<file path="config.mk">
export PLATFORM = sky130hd
export DESIGN_NAME = auto_peak_spectrum_bar_display
export DESIGN_NICKNAME = d
export VERILOG_FILES = /design/src/hw/rtl/apsb_pkg.sv /design/src/hw/rtl/apsb_lane.sv /design/src/hw/rtl/apsb_emit.sv /design/src/hw/rtl/auto_peak_spectrum_bar_display.sv
export VERILOG_INCLUDE_DIRS = /design/src /design/src/hw/rtl
export SDC_FILE = /design/constraint.sdc
export NUM_CORES = 1
export LEC_CHECK = 0
export BUFFER_PORTS_ARGS = -buffer_cell sky130_fd_sc_hd__buf_2
export CAP_MARGIN = 40
export CORE_MARGIN = 3
export CORE_UTILIZATION = 45
export DETAILED_ROUTE_END_ITERATION = 6
export PLACE_DENSITY = 0.66
export REMOVE_ABC_BUFFERS = 1
export SYNTH_ARGS = -nofsm -noshare
export SYNTH_HDL_FRONTEND = slang
export SYNTH_HIERARCHICAL = 1
export SYNTH_SLANG_ARGS = --single-unit
export TNS_END_PERCENT = 10
</file>
<file path="constraint.sdc">
create_clock -name clk -period 26.1 [get_ports clk]
set_clock_uncertainty 0.05 [all_clocks]
set_input_delay 5.22 -clock clk [delete_from_list [all_inputs] [get_ports clk]]
set_output_delay 5.22 -clock clk [all_outputs]
set_load 0.02 [all_outputs]
</file>
<file path="src/hw/rtl/auto_peak_spectrum_bar_display_macros.svh">
// Assertion helpers shared by the RTL files.
`ifndef AUTO_PEAK_SPECTRUM_BAR_DISPLAY_MACROS_SVH
`define AUTO_PEAK_SPECTRUM_BAR_DISPLAY_MACROS_SVH

`ifndef NO_ASSERTIONS
// Same-cycle implication
`define APSB_ASSERT_IMP(label, clk, rst_n, ante, cons, msg) \
	label: assert property (@(posedge clk) disable iff (!rst_n) (ante) |-> (cons)) \
		else $error(msg);
// Next-cycle implication
`define APSB_ASSERT_NXT(label, clk, rst_n, ante, cons, msg) \
	label: assert property (@(posedge clk) disable iff (!rst_n) (ante) |=> (cons)) \
		else $error(msg);
`else
`define APSB_ASSERT_IMP(label, clk, rst_n, ante, cons, msg)
`define APSB_ASSERT_NXT(label, clk, rst_n, ante, cons, msg)
`endif

`endif

</file>
<file path="src/hw/rtl/apsb_pkg.sv">
package apsb_pkg;

	localparam int MATRIX_SIDE = 8;
	localparam int BANDS       = 7;
	localparam int DIV_STEPS   = 3;

	localparam logic [9:0] SENS_MAX    = 10'd630;
	localparam logic [9:0] LEVEL_FLOOR = 10'd30;
	localparam logic [7:0] HUE_SEG1    = 8'd85;
	localparam logic [7:0] HUE_SEG2    = 8'd170;
	localparam logic [7:0] FULL_SCALE  = 8'd255;
	localparam logic [5:0] PIX_LAST    = 6'd63;
	localparam logic [3:0] HEIGHT_MAX  = 4'd8;

	// Configuration register indexes
	localparam logic [0:0] REG_SENSITIVITY = 1'b0;
	localparam logic [0:0] REG_ORIENTATION = 1'b1;

	typedef logic [9:0] level_t;
	typedef logic [3:0] height_t;

	typedef struct packed {
		logic [7:0] red;
		logic [7:0] green;
		logic [7:0] blue;
	} rgb_t;

	// Per-frame settings handed to the pixel emitter
	typedef struct packed {
		logic       start;
		logic       orient;
		logic [7:0] hue;
	} frame_ctl_t;

	// Color wheel: three linear ramps over 0..255
	function automatic rgb_t hue_to_rgb(input logic [7:0] pos);
		rgb_t       c;
		logic [7:0] p;
		logic [7:0] p3;
		if (pos < HUE_SEG1) begin
			p = pos;
		end else if (pos < HUE_SEG2) begin
			p = pos - HUE_SEG1;
		end else begin
			p = pos - HUE_SEG2;
		end
		p3 = 8'({1'b0, p, 1'b0} + {2'b00, p});
		if (pos < HUE_SEG1) begin
			c.red   = p3;
			c.green = FULL_SCALE - p3;
			c.blue  = 8'd0;
		end else if (pos < HUE_SEG2) begin
			c.red   = FULL_SCALE - p3;
			c.green = 8'd0;
			c.blue  = p3;
		end else begin
			c.red   = 8'd0;
			c.green = p3;
			c.blue  = FULL_SCALE - p3;
		end
		return c;
	endfunction

endpackage

</file>
<file path="src/hw/rtl/apsb_lane.sv">
module apsb_lane
	import apsb_pkg::*;
(
	input  logic    clk,
	input  logic    arst_n,
	input  logic    start,
	input  logic    step,
	input  level_t  level,
	input  level_t  peak,
	output height_t height
);

	logic [9:0]  rem_q;
	logic [9:0]  den_q;
	logic [2:0]  quo_q;
	logic        zero_q;
	logic        sat_q;
	logic [10:0] rem2;
	logic        ge;

	// One restoring division step: quotient bit of 8*(level-30)/(peak-30)
	assign rem2 = {rem_q, 1'b0};
	assign ge   = rem2 >= {1'b0, den_q};

	always_ff @(posedge clk or negedge arst_n) begin
		if (!arst_n) begin
			zero_q <= 1'b1;
			sat_q  <= 1'b0;
		end else if (start) begin
			zero_q <= (peak <= LEVEL_FLOOR) || (level <= LEVEL_FLOOR);
			sat_q  <= level >= peak;
		end
	end

	// Load operands, then shift in one quotient bit per step
	always_ff @(posedge clk) begin
		if (start) begin
			rem_q <= level - LEVEL_FLOOR;
			den_q <= peak - LEVEL_FLOOR;
			quo_q <= 3'd0;
		end else if (step) begin
			rem_q <= ge ? 10'(rem2 - {1'b0, den_q}) : rem2[9:0];
			quo_q <= {quo_q[1:0], ge};
		end
	end

	assign height = zero_q ? 4'd0 : (sat_q ? HEIGHT_MAX : {1'b0, quo_q});

endmodule

</file>
<file path="src/hw/rtl/apsb_emit.sv">
`include "auto_peak_spectrum_bar_display_macros.svh"

module apsb_emit
	import apsb_pkg::*;
(
	input  logic                            clk,
	input  logic                            arst_n,
	input  frame_ctl_t                      ctl,
	input  logic [BANDS-1:0][3:0]           heights,
	output logic                            busy,
	output logic                            out_valid,
	input  logic                            out_stall,
	output logic [5:0]                      pixel_index,
	output logic [7:0]                      red,
	output logic [7:0]                      green,
	output logic [7:0]                      blue,
	output logic                            frame_end
);

	logic                          run_q;
	logic [5:0]                    pix_q;
	logic                          valid_q;
	logic [7:0]                    hue_q;
	logic                          orient_q;
	logic                          load;
	logic [2:0]                    row;
	logic [2:0]                    col;
	logic [MATRIX_SIDE-1:0][3:0]   hpad;
	logic                          on;
	rgb_t                          wheel;

	// Row 7 has no band: pad with a zero height
	assign hpad  = {4'd0, heights};
	assign row   = pix_q[5:3];
	assign col   = pix_q[2:0];
	assign on    = {1'b0, col} < hpad[row];
	assign wheel = hue_to_rgb(8'(pix_q) + hue_q);
	assign load  = run_q && (!valid_q || !out_stall);

	// Frame sequencing
	always_ff @(posedge clk or negedge arst_n) begin
		if (!arst_n) begin
			run_q   <= 1'b0;
			pix_q   <= 6'd0;
			valid_q <= 1'b0;
		end else begin
			if (ctl.start) begin
				run_q <= 1'b1;
				pix_q <= 6'd0;
			end else if (load) begin
				pix_q <= pix_q + 6'd1;
				if (pix_q == PIX_LAST) begin
					run_q <= 1'b0;
				end
			end
			if (load) begin
				valid_q <= 1'b1;
			end else if (!out_stall) begin
				valid_q <= 1'b0;
			end
		end
	end

	// Hold frame settings
	always_ff @(posedge clk) begin
		if (ctl.start) begin
			hue_q    <= ctl.hue;
			orient_q <= ctl.orient;
		end
	end

	// Output register: refill on transfer or when empty
	always_ff @(posedge clk) begin
		if (load) begin
			pixel_index <= orient_q ? {col, ~row} : {row, col};
			red         <= on ? wheel.red   : 8'd0;
			green       <= on ? wheel.green : 8'd0;
			blue        <= on ? wheel.blue  : 8'd0;
			frame_end   <= pix_q == PIX_LAST;
		end
	end

	assign busy      = run_q;
	assign out_valid = valid_q;

	`APSB_ASSERT_IMP(a_start_idle, clk, arst_n, ctl.start, !run_q, "frame start while emitting")
	`APSB_ASSERT_NXT(a_load_valid, clk, arst_n, load, valid_q, "loaded pixel not presented")

endmodule

</file>
<file path="src/hw/rtl/auto_peak_spectrum_bar_display.sv">
// An accepted frame goes through the peak update, the divider load, 3 division
// steps in the band lanes, then 64 pixels at one per cycle, slowed by out_stall,
// and then back to idle. A new frame is taken only once the previous one is done:
// after its last pixel is in the output register, the emitter drops busy and the
// sequencer returns to idle.
// Reset (arst_n, async): sensitivity 630, orientation 0, peak 630, all bars 0, no output.
`include "auto_peak_spectrum_bar_display_macros.svh"

module auto_peak_spectrum_bar_display
	import apsb_pkg::*;
(
	input  logic       clk,
	input  logic       arst_n,
	input  logic       cfg_we,
	input  logic [0:0] cfg_index,
	input  logic [9:0] cfg_data,
	input  logic       in_valid,
	output logic       in_stall,
	input  logic [9:0] band0_level,
	input  logic [9:0] band1_level,
	input  logic [9:0] band2_level,
	input  logic [9:0] band3_level,
	input  logic [9:0] band4_level,
	input  logic [9:0] band5_level,
	input  logic [9:0] band6_level,
	input  logic [7:0] hue_offset,
	output logic       out_valid,
	input  logic       out_stall,
	output logic [5:0] pixel_index,
	output logic [7:0] red,
	output logic [7:0] green,
	output logic [7:0] blue,
	output logic       frame_end
);

	typedef enum logic [4:0] {
		ST_IDLE = 5'b00001,
		ST_PEAK = 5'b00010,
		ST_LOAD = 5'b00100,
		ST_DIV  = 5'b01000,
		ST_EMIT = 5'b10000
	} state_t;

	state_t                  state_q;
	logic [1:0]              div_cnt_q;
	level_t                  sens_q;
	logic                    orient_q;
	level_t                  peak_q;
	level_t [BANDS-1:0]      lvl_q;
	logic [7:0]              hue_q;
	level_t                  sens_sat;
	level_t                  frame_max;
	level_t                  peak_next;
	logic                    accept;
	logic                    last_step;
	logic                    emit_busy;
	logic [BANDS-1:0][3:0]   heights;
	frame_ctl_t              ctl;

	assign accept    = in_valid && !in_stall;
	assign in_stall  = state_q != ST_IDLE;
	assign last_step = (state_q == ST_DIV) && (div_cnt_q == 2'(DIV_STEPS - 1));
	assign sens_sat  = (sens_q > SENS_MAX) ? SENS_MAX : sens_q;

	// Configuration registers
	always_ff @(posedge clk or negedge arst_n) begin
		if (!arst_n) begin
			sens_q   <= SENS_MAX;
			orient_q <= 1'b0;
		end else if (cfg_we) begin
			case (cfg_index)
				REG_SENSITIVITY: sens_q   <= cfg_data;
				REG_ORIENTATION: orient_q <= cfg_data[0];
				default:         sens_q   <= sens_q;
			endcase
		end
	end

	// Capture the frame
	always_ff @(posedge clk) begin
		if (accept) begin
			lvl_q <= {band6_level, band5_level, band4_level, band3_level,
				band2_level, band1_level, band0_level};
			hue_q <= hue_offset;
		end
	end

	// Peak: rise to the frame maximum, then decay by one, snap up to the floor or hold
	always_comb begin
		frame_max = peak_q;
		for (int i = 0; i < BANDS; i++) begin
			if (lvl_q[i] > frame_max) begin
				frame_max = lvl_q[i];
			end
		end
		if (frame_max >= sens_sat) begin
			peak_next = (frame_max != 10'd0) ? frame_max - 10'd1 : frame_max;
		end else if (sens_sat == SENS_MAX) begin
			peak_next = SENS_MAX;
		end else begin
			peak_next = frame_max;
		end
	end

	always_ff @(posedge clk or negedge arst_n) begin
		if (!arst_n) begin
			peak_q <= SENS_MAX;
		end else if (state_q == ST_PEAK) begin
			peak_q <= peak_next;
		end
	end

	// Sequencer
	always_ff @(posedge clk or negedge arst_n) begin
		if (!arst_n) begin
			state_q   <= ST_IDLE;
			div_cnt_q <= 2'd0;
		end else begin
			case (state_q)
				ST_IDLE: if (accept) begin
					state_q <= ST_PEAK;
				end
				ST_PEAK: state_q <= ST_LOAD;
				ST_LOAD: begin
					state_q   <= ST_DIV;
					div_cnt_q <= 2'd0;
				end
				ST_DIV: begin
					div_cnt_q <= div_cnt_q + 2'd1;
					if (last_step) begin
						state_q <= ST_EMIT;
					end
				end
				ST_EMIT: if (!emit_busy) begin
					state_q <= ST_IDLE;
				end
				default: state_q <= ST_IDLE;
			endcase
		end
	end

	// One divider lane per band
	for (genvar b = 0; b < BANDS; b++) begin : g_lane
		apsb_lane u_lane (
			.clk    (clk),
			.arst_n (arst_n),
			.start  (state_q == ST_LOAD),
			.step   (state_q == ST_DIV),
			.level  (lvl_q[b]),
			.peak   (peak_q),
			.height (heights[b])
		);
	end

	// Merge the bar heights into the pixel stream
	assign ctl.start  = last_step;
	assign ctl.orient = orient_q;
	assign ctl.hue    = hue_q;

	apsb_emit u_emit (
		.clk         (clk),
		.arst_n      (arst_n),
		.ctl         (ctl),
		.heights     (heights),
		.busy        (emit_busy),
		.out_valid   (out_valid),
		.out_stall   (out_stall),
		.pixel_index (pixel_index),
		.red         (red),
		.green       (green),
		.blue        (blue),
		.frame_end   (frame_end)
	);

	`APSB_ASSERT_IMP(a_busy_emit, clk, arst_n, emit_busy, state_q == ST_EMIT, "emitter runs outside emit phase")
	`APSB_ASSERT_IMP(a_peak_floor, clk, arst_n, (state_q == ST_LOAD) && (sens_sat == SENS_MAX), peak_q >= SENS_MAX - 10'd1, "peak below floor")
	`APSB_ASSERT_NXT(a_accept_peak, clk, arst_n, accept, state_q == ST_PEAK, "accepted frame skipped peak update")

endmodule

</file>
==> reports/qor.csv, run 1 <==
stage,metric,value,unit
clock_network,CTS Buf Count,40,
placed_design,Port Buffers,126,
clock_network,Post-CTS Setup Bufs,0,
clock_network,clk root buf,clkbuf_16,
clock_network,H-tree depth,2,
setup_path,Setup crit start kind,flip-flop,
global_routing,largest net degree at the start of global routing,160,
die,Die Y,239.7,um
yosys,"count leader, synth",edfxtp_1,
setup_path,Worst Setup Path Type,flip-flop to flip-flop,
die,Core Box Area,53920,um^2
die,Die Footprint,57440,um^2
setup_path,most numerous cell on the critical path,ha_1,
timing,Setup Total Neg Slack,0,ps
timing,period utilization,75.38,%
yosys,post-synthesis sequential area ratio,38.44,%
timing,Tmin final,19680,ps
timing,achievable clock frequency,50.83,MHz
global_routing,number of global-route vias before repair,19359,
timing,Slew headroom,39.04,%
yosys,Main synth FF type,edfxtp_1,
yosys,Mapped Area,24570,um^2
die,Initial Utilization,45.57,%
global_routing,GRT busiest layer,met2,
yosys,asr flop ratio synth,15.20,%
clock_network,clk_lat worst skew,580,ps
clock_network,clock buffer depth,3,
global_routing,initial antenna violation count,1,
run,Max Cap Viol,0,
yosys,Post-Syn Instances,2467,
global_routing,GRT met2 Usage,37.86,%
placed_design,"Cell Area, Placed",25990,um^2
setup_path,endpoint arrival time on the critical path,20110,ps
setup_path,r2r startpoint,peak_q[9],
route,drt wl/cell,18.78,um
yosys,"top cells by area, synth","edfxtp_1 (32%), ha_1 (12%), mux2i_1 (4.8%)",
setup_path,R2R Path End,peak_q[5],
yosys,register bit count reported by yosys,329,
layout,share of post-route cells with drive strength above 1,13.63,%
global_routing,grt total ovfl,0,
yosys,Yosys cell types,98,
setup_path,CP Capture Type,flip-flop,
route,DR vias/cell,5.803,
die,# rows,85,
setup_path,r2r setup slk,6420,ps
setup_path,worst setup path end,peak_q[5],
clock_network,post_cts resized,0,
setup_path,worst reg-to-reg path cell count,87,
yosys,Syn Area/Cell,9.960,um^2
layout,final cell area excluding filler cells,27300,um^2
timing,final setup vio count,0,
global_routing,GR met1 Demand/Resource,28.22,%
setup_path,crit-path max FO,31,
setup_path,max incr delay on CP,1020,ps
route,drt drc,0,
timing,fin. max-slew vios,0,
die,die width,239.7,um
timing,Fin. Hold Viols,0,
setup_path,Worst EP required,26530,ps
route,TritonRoute pass-1 iters,6,
hold_path,Hold/Removal Path Class,flip-flop to flip-flop,
clock_network,CTS tree,done,
clock_network,CTS sink cnt,329,
route,Post-Route WL,62710,um
clock_network,Clock transition at path regs,60,ps
placed_design,DP HPWL,46070,um
placed_design,gp weighted congestion,0.8934,
clock_network,Hold Buf Count CTS,0,
yosys,Commonest cells post-synth,"edfxtp_1 (258), inv_1 (252), ha_1 (244)",
global_routing,first-pass GRT wire length,100800,um
timing,transition time at the pin with the least slew margin,914.3,ps
setup_path,crit path max-delay cell type,dfstp_2,
layout,P&R area growth vs syn,11.13,%
route,vias,19377,
global_routing,GRT met3 Usage,2.844,%
yosys,Synthesis Warnings,6,
die,# IOs,127,
global_routing,Total GRT Usage,21.72,%
yosys,Yosys top cell area share,31.53,%
layout,Layout Nets,2957,
route,DR iter-0 viols,1274,
timing,unrepaired setup endpoints after global routing,false,
yosys,number of synthesized flops with an enable pin,258,
setup_path,Critical path origin,peak_q[9],
run_status,status,"finished, final reports clean",
route,ANT nets after route,0,
yosys,biggest area consumer among synthesized cells,edfxtp_1,
==> state kept, by name (all words and copies together) (netlist names), 2 cells and up <==
register	count
g_lane.u_lane/quo_q	21
div_cnt_q	2
peak_q	10
state_q	5
u_emit/pix_q	6
g_lane.u_lane/sat_q	7
g_lane.u_lane/den_q	70
lvl_q	70
u_emit/green	8
hue_q	8
g_lane.u_lane/rem_q	70
g_lane.u_lane/zero_q	7
u_emit/pixel_index	6
u_emit/red	8
u_emit/blue	8
sens_q	10
u_emit/hue_q	8
==> layer usage <==
| metal | routed length [um] | share of wire [%] |
|---|---|---|
| met1 | 27580 | 44 |
| met2 | 30150 | 48 |
| met3 | 3468 | 5.5 |
| met4 | 1520 | 2.4 |
| met5 | 0 | 0 |
==> cells in the final DEF (no fill, tap or decap), drive strengths merged, types with 15 or more instances in the layout <==
master	synthesis	layout
mux2i	120	120
and3	16	16
nand2b	29	29
nand2	151	151
o211ai	21	21
inv	253	257
a211oi	36	36
ha	244	244
o21a	48	48
a21oi	127	127
xnor2	106	106
xor2	37	37
dfxtp	21	21
edfxtp	258	258
a311oi	15	15
nor2b	35	35
dfstp	20	20
and2	38	38
clkinv	0	16
buf	18	145
nor2	192	192
a21o	43	43
nand4	30	30
nand3	63	63
mux2	51	51
o21ai	121	121
nor4	35	35
o31ai	34	34
nor3	53	53
clkbuf	26	49
or3	24	24
dfrtp	30	30
==> worst min-delay path by stage <==
stage	from	end	slack, ps	depth (start not counted)
after floorplan	hue_q[0]	u_emit/hue_q[0]	350	0
after global placement	hue_q[1]	u_emit/hue_q[1]	350	0
after detailed placement	hue_q[7]	u_emit/hue_q[7]	350	0
after CTS	hue_q[1]	u_emit/hue_q[1]	370	0
after global routing	hue_q[7]	u_emit/hue_q[7]	380	0
final	hue_q[1]	u_emit/hue_q[1]	370	0
==> area by class of cell <==
type	instances	area (um^2)
diodes	1	2.502
clock buffers	49	1065
clock inverters	25	245.2
fillers	4885	26620
inverters	253	949.7
multi-input cells	1841	13930
flip-flops and latches	329	9444
well taps	696	870.8
repair buffers	145	798.3
==> worst max-delay path, delay by kind of cell (launching register included) <==
| kind | cells | cell delay [ps] |
|---|---|---|
| mux | 5 | 1670 |
| compound gates | 30 | 6450 |
| fa+ha+maj | 8 | 2430 |
| simple gates | 37 | 7250 |
| buf+inv | 7 | 660 |
| flops | 1 | 1020 |
==> per-stage QoR <==
step / util, % / hold WS (ps) / instances / setup WS [ps]
3_3_place_gp: 48.17 / 353.8 / 3263 / 7653
3_5_place_dp: 48.21 / 354.5 / 3264 / 6811
2_1_floorplan: - / 350.3 / 2423 / 9505
6_report: 50.64 / 368.3 / 3339 / 6425
4_1_cts: 50.63 / 369.2 / 3338 / 6737
5_1_grt: 50.63 / 378.8 / 3338 / 4713
==> cell families after synthesis <==
kind of cell / synth area share, %
AOI/OAI and AO/OA: 16.17
xor gates and xnor gates: 5.189
adders and majority gates: 13.20
buffers and inverters: 4.960
DFF: 38.44
muxes: 7.623
and+or+nand+nor: 14.42
Power of run 1 is left out: the tool's default activity adds up to more than one toggle a clock period on the data nets, which glitch-free logic cannot reach.
==> run 2, diff against run 1 <==
PLACE_DENSITY = 0.68   (was 0.66)
clock period = 17.1 ns   (was 26.1 ns; I/O delays follow)
==> reports/qor.csv, run 2 (same netlist as run 1, synthesis figures left out) <==
stage,metric,value,unit
hold_path,Hold Path Sink,u_emit/hue_q[3],
layout,Layout Nets,3004,
setup_path,endpoint arrival time on the critical path,16580,ps
clock_network,clock buffer depth,3,
die,Initial Utilization,45.57,%
placed_design,DP HPWL,46540,um
timing,achievable clock frequency,61.78,MHz
timing,Tmin final,16190,ps
setup_path,crit path max-delay cell type,dfstp_2,
clock_network,Clock transition at path regs,60,ps
setup_path,most numerous cell on the critical path,ha_1,
clock_network,CTS sink cnt,329,
route,TritonRoute pass-1 iters,7,
setup_path,R2R Path End,peak_q[7],
timing,final setup vio count,0,
clock_network,H-tree depth,2,
setup_path,CP Capture Type,flip-flop,
setup_path,Worst EP required,17490,ps
route,vias,19690,
setup_path,Setup crit start kind,flip-flop,
hold_path,Hold/Removal Path Class,flip-flop to flip-flop,
clock_network,CTS tree,done,
global_routing,Total GRT Usage,21.84,%
setup_path,Worst Setup Path Type,flip-flop to flip-flop,
layout,Antenna diodes,0,
timing,fin. max-slew vios,0,
placed_design,gp weighted congestion,0.9271,
global_routing,first-pass GRT wire length,100500,um
layout,share of post-route cells with drive strength above 1,16.10,%
layout,P&R area growth vs syn,13.96,%
timing,transition time at the pin with the least slew margin,956.1,ps
clock_network,CTS Buf Count,41,
clock_network,clk_lat worst skew,570,ps
die,# IOs,127,
route,drt wl/cell,18.94,um
hold_path,Worst Hold Launch,hue_q[3],
die,Core Box Area,53920,um^2
timing,period utilization,94.66,%
route,ANT nets after route,0,
setup_path,r2r startpoint,peak_q[9],
clock_network,clk root buf,clkbuf_16,
route,drt drc,0,
global_routing,initial antenna violation count,0,
die,Die Y,239.7,um
die,Die Footprint,57440,um^2
run,Max Cap Viol,0,
layout,"non-filler cells, final",3386,
layout,largest registers,"g_lane.u_lane/den_q: 70 flops, g_lane.u_lane/rem_q: 70 flops, lvl_q: 70 flops",
timing,Setup Total Neg Slack,0,ps
die,# rows,85,
clock_network,Hold Buf Count CTS,0,
die,die width,239.7,um
route,DR vias/cell,5.815,
timing,Fin. Hold Viols,0,
timing,Slew headroom,36.26,%
route,DR iter-0 viols,1441,
setup_path,crit-path max FO,12,
global_routing,number of global-route vias before repair,19114,
run_status,status,"finished, final reports clean",
setup_path,max incr delay on CP,530,ps
placed_design,Port Buffers,126,
setup_path,"delay-heaviest family, CP",compound AO/OA/AOI/OAI gates,
hold_path,hold depth,0,
placed_design,Placed Cells,3280,
layout,"commonest non-fill, non-tap cells in the layout","edfxtp_1 (258), inv_1 (252), ha_1 (244)",
layout,"commonest non-fill, non-tap cell in the layout",edfxtp_1,
route,Post-Route WL,64120,um
global_routing,grt total ovfl,0,
setup_path,WP buf/inv,9,
global_routing,largest net degree at the start of global routing,168,
setup_path,worst reg-to-reg path cell count,84,
layout,Fill cells,4792,
setup_path,r2r setup slk,910,ps
run 2: changes by cell type in the layout (fill, tap and decap cells not counted), moves of 5 or more:
cell / before / now
a21oi_1: 124 / 119
buf_4: 17 / 59
bufinv_16: 2 / 8
clkinv_2: 12 / 7
mux2i_1: 119 / 114
o21ai_0: 112 / 104
o21ai_1: 8 / 13
run 2: worst reg2reg max path: cells and delay by family, from the launching register on:
kind | cells | cell delay (ps)
AO/OA/AOI/OAI | 30 | 5880
buffers and inverters | 9 | 980
AND/OR/NAND/NOR | 31 | 4720
adder cells (fa/ha/maj) | 9 | 2720
multiplexers | 5 | 1230
flip-flops | 1 | 530
run 2: per-layer routing:
| layer | share of wire [%] | global-route usage (%) | up-vias |
|---|---|---|---|
| met5 | 0 | 0 | - |
| met4 | 3.1 | 7.550 | 0 |
| met3 | 6.3 | 3.569 | 140 |
| met2 | 47 | 36.84 | 637 |
| met1 | 44 | 28.50 | 9433 |
| li1 | - | - | 9480 |
run 2: layout make-up:
type / count / area, um^2 / area share, %
Multi-Input combinational cell: 1842 / 14100 / 50.35
Sequential cell: 329 / 9444 / 33.73
Timing Repair Buffer: 190 / 1179 / 4.209
Clock buffer: 49 / 1099 / 3.923
Inverter: 253 / 949.7 / 3.391
Tap cell: 696 / 870.8 / 3.110
Clock inverter: 27 / 361.6 / 1.291
run 2: what timing repair did:
item / CTS / global route
buffers inserted: 0 / 28
pin swaps: 0 / 19
gates cloned: 0 / 2
setup endpoints to repair: 10 / 10
resized for setup: 4 / 45
run 2: metrics by stage:
step           utilization [%]  setup slack, ps  cell area, um^2  hold WS, ps
2_1_floorplan                -            505.0            24300        350.3
3_3_place_gp             48.37            96.37            26080        350.7
3_5_place_dp             48.41           -479.0            26100        354.5
4_1_cts                  51.14            43.20            27580        363.6
5_1_grt                  51.93           -122.0            28000        378.2
6_report                 51.93            913.5            28000        360.3
run 2: how the worst max path moves through the flow:
stage	from	to	slack [ps]	depth (start not counted)
6_report	peak_q[9]	peak_q[7]	910	84
5_1_grt	peak_q[9]	peak_q[1]	-120	89
4_1_cts	peak_q[9]	peak_q[5]	40	87
3_5_place_dp	peak_q[9]	peak_q[5]	-480	88
3_3_place_gp	peak_q[9]	peak_q[5]	100	90
2_1_floorplan	peak_q[3]	peak_q[5]	510	88
Power of run 2 is left out for the same reason.
==> run 3, diff against run 2 <==
CORE_UTILIZATION = 57   (was 45)
PLACE_DENSITY = 0.82   (was 0.68)
==> reports/qor.csv, run 3 (same netlist as run 1, synthesis figures left out) <==
stage,metric,value,unit
setup_path,crit-path max FO,15,
clock_network,CTS tree,done,
route,Post-Route WL,62790,um
placed_design,gp weighted congestion,0.9313,
die,Die Footprint,45630,um^2
timing,period utilization,95.47,%
timing,fin. max-slew vios,0,
layout,largest registers,"g_lane.u_lane/den_q: 70 flops, g_lane.u_lane/rem_q: 70 flops, lvl_q: 70 flops",
route,TritonRoute pass-1 iters,5,
layout,"commonest non-fill, non-tap cell in the layout",edfxtp_1,
route,ANT nets after route,0,
timing,Slew headroom,39.00,%
clock_network,H-tree depth,2,
route,DR vias/cell,6.210,
setup_path,CP Capture Type,flip-flop,
setup_path,Setup crit start kind,flip-flop,
layout,Layout Nets,2998,
layout,multi-input logic area,14090,um^2
route,drt drc,0,
layout,"commonest non-fill, non-tap cells in the layout","edfxtp_1 (258), inv_1 (252), ha_1 (244)",
placed_design,Placed Cells,3126,
setup_path,Worst Setup Path Type,flip-flop to flip-flop,
timing,Setup Total Neg Slack,0,ps
setup_path,most numerous cell on the critical path,ha_1,
global_routing,first-pass GRT wire length,99350,um
route,DR iter-0 viols,1560,
die,die width,213.6,um
layout,Fill cells,3239,
setup_path,"delay-heaviest family, CP",compound AO/OA/AOI/OAI gates,
layout,"non-filler cells, final",3222,
route,drt wl/cell,19.49,um
placed_design,pre-CTS WS,-294.9,ps
clock_network,clk_lat worst skew,570,ps
clock_network,Hold Buf Count CTS,0,
timing,final setup vio count,0,
layout,Register Area,9444,um^2
timing,transition time at the pin with the least slew margin,915.0,ps
clock_network,Clock transition at path regs,60,ps
timing,achievable clock frequency,61.25,MHz
setup_path,crit path max-delay cell type,dfstp_2,
clock_network,CTS sink cnt,329,
die,Initial Utilization,58.19,%
hold_path,Hold/Removal Path Class,flip-flop to flip-flop,
layout,share of post-route cells with drive strength above 1,15.84,%
die,# IOs,127,
timing,"Worst Setup Slack, final",774.0,ps
clock_network,clk root buf,clkbuf_16,
setup_path,endpoint arrival time on the critical path,16750,ps
clock_network,CTS Buf Count,40,
global_routing,largest net degree at the start of global routing,85,
timing,Tmin final,16330,ps
die,Die Y,213.6,um
setup_path,Worst EP required,17530,ps
global_routing,Total GRT Usage,27.06,%
route,vias,20008,
run,Max Cap Viol,0,
die,# rows,75,
setup_path,WP buf/inv,8,
setup_path,max incr delay on CP,530,ps
layout,P&R area growth vs syn,12.32,%
global_routing,initial antenna violation count,0,
placed_design,DP HPWL,45220,um
global_routing,number of global-route vias before repair,19625,
die,Core Box Area,42230,um^2
global_routing,grt total ovfl,0,
placed_design,Port Buffers,126,
layout,Antenna diodes,0,
timing,Fin. Hold Viols,0,
run_status,status,"finished, final reports clean",
clock_network,clock buffer depth,3,
## run 3: final timing paths
kind,depth (start not counted),start,slack [ps],endpoint
setup reg to reg,84,peak_q[1],770,peak_q[5]
hold / removal,0,hue_q[6],370,u_emit/hue_q[6]
min in group asynchronous,2,arst_n,2970,u_emit/out_valid
setup / recovery,84,peak_q[1],770,peak_q[5]
hold reg to reg,0,hue_q[6],370,u_emit/hue_q[6]
max in group asynchronous,2,arst_n,13520,g_lane[4].u_lane/sat_q
## run 3: layout make-up
class | count | area share [%]
Multi-Input combinational cell | 1841 | 51.07
Sequential cell | 329 | 34.22
Timing Repair Buffer | 186 | 4.048
Clock buffer | 47 | 3.835
Inverter | 253 | 3.441
Tap cell | 539 | 2.444
Clock inverter | 27 | 0.9430
## run 3: metrics by stage
stage | hold WS [ps] | util, % | instance area, um^2
after floorplan | 350.3 | - | 24300
after detailed placement | 354.5 | 61.42 | 25940
final | 373.4 | 65.36 | 27600
after global routing | 380.5 | 65.36 | 27600
after CTS | 375.9 | 64.56 | 27260
after global placement | 353.2 | 61.31 | 25890
## run 3: repair_timing
action	CTS	global route
endpoints found under the setup margin	10	10
pin swaps	0	17
resized for setup	3	43
buffers inserted	0	22
## run 3: metal layers
layer	track usage, %	up-vias	routed length [um]
met5	0	-	0
met3	3.570	165	4702
li1	-	9443	-
met4	10.16	0	2088
met2	46.16	820	29910
met1	35.43	9580	26090
Power of run 3 is left out for the same reason.
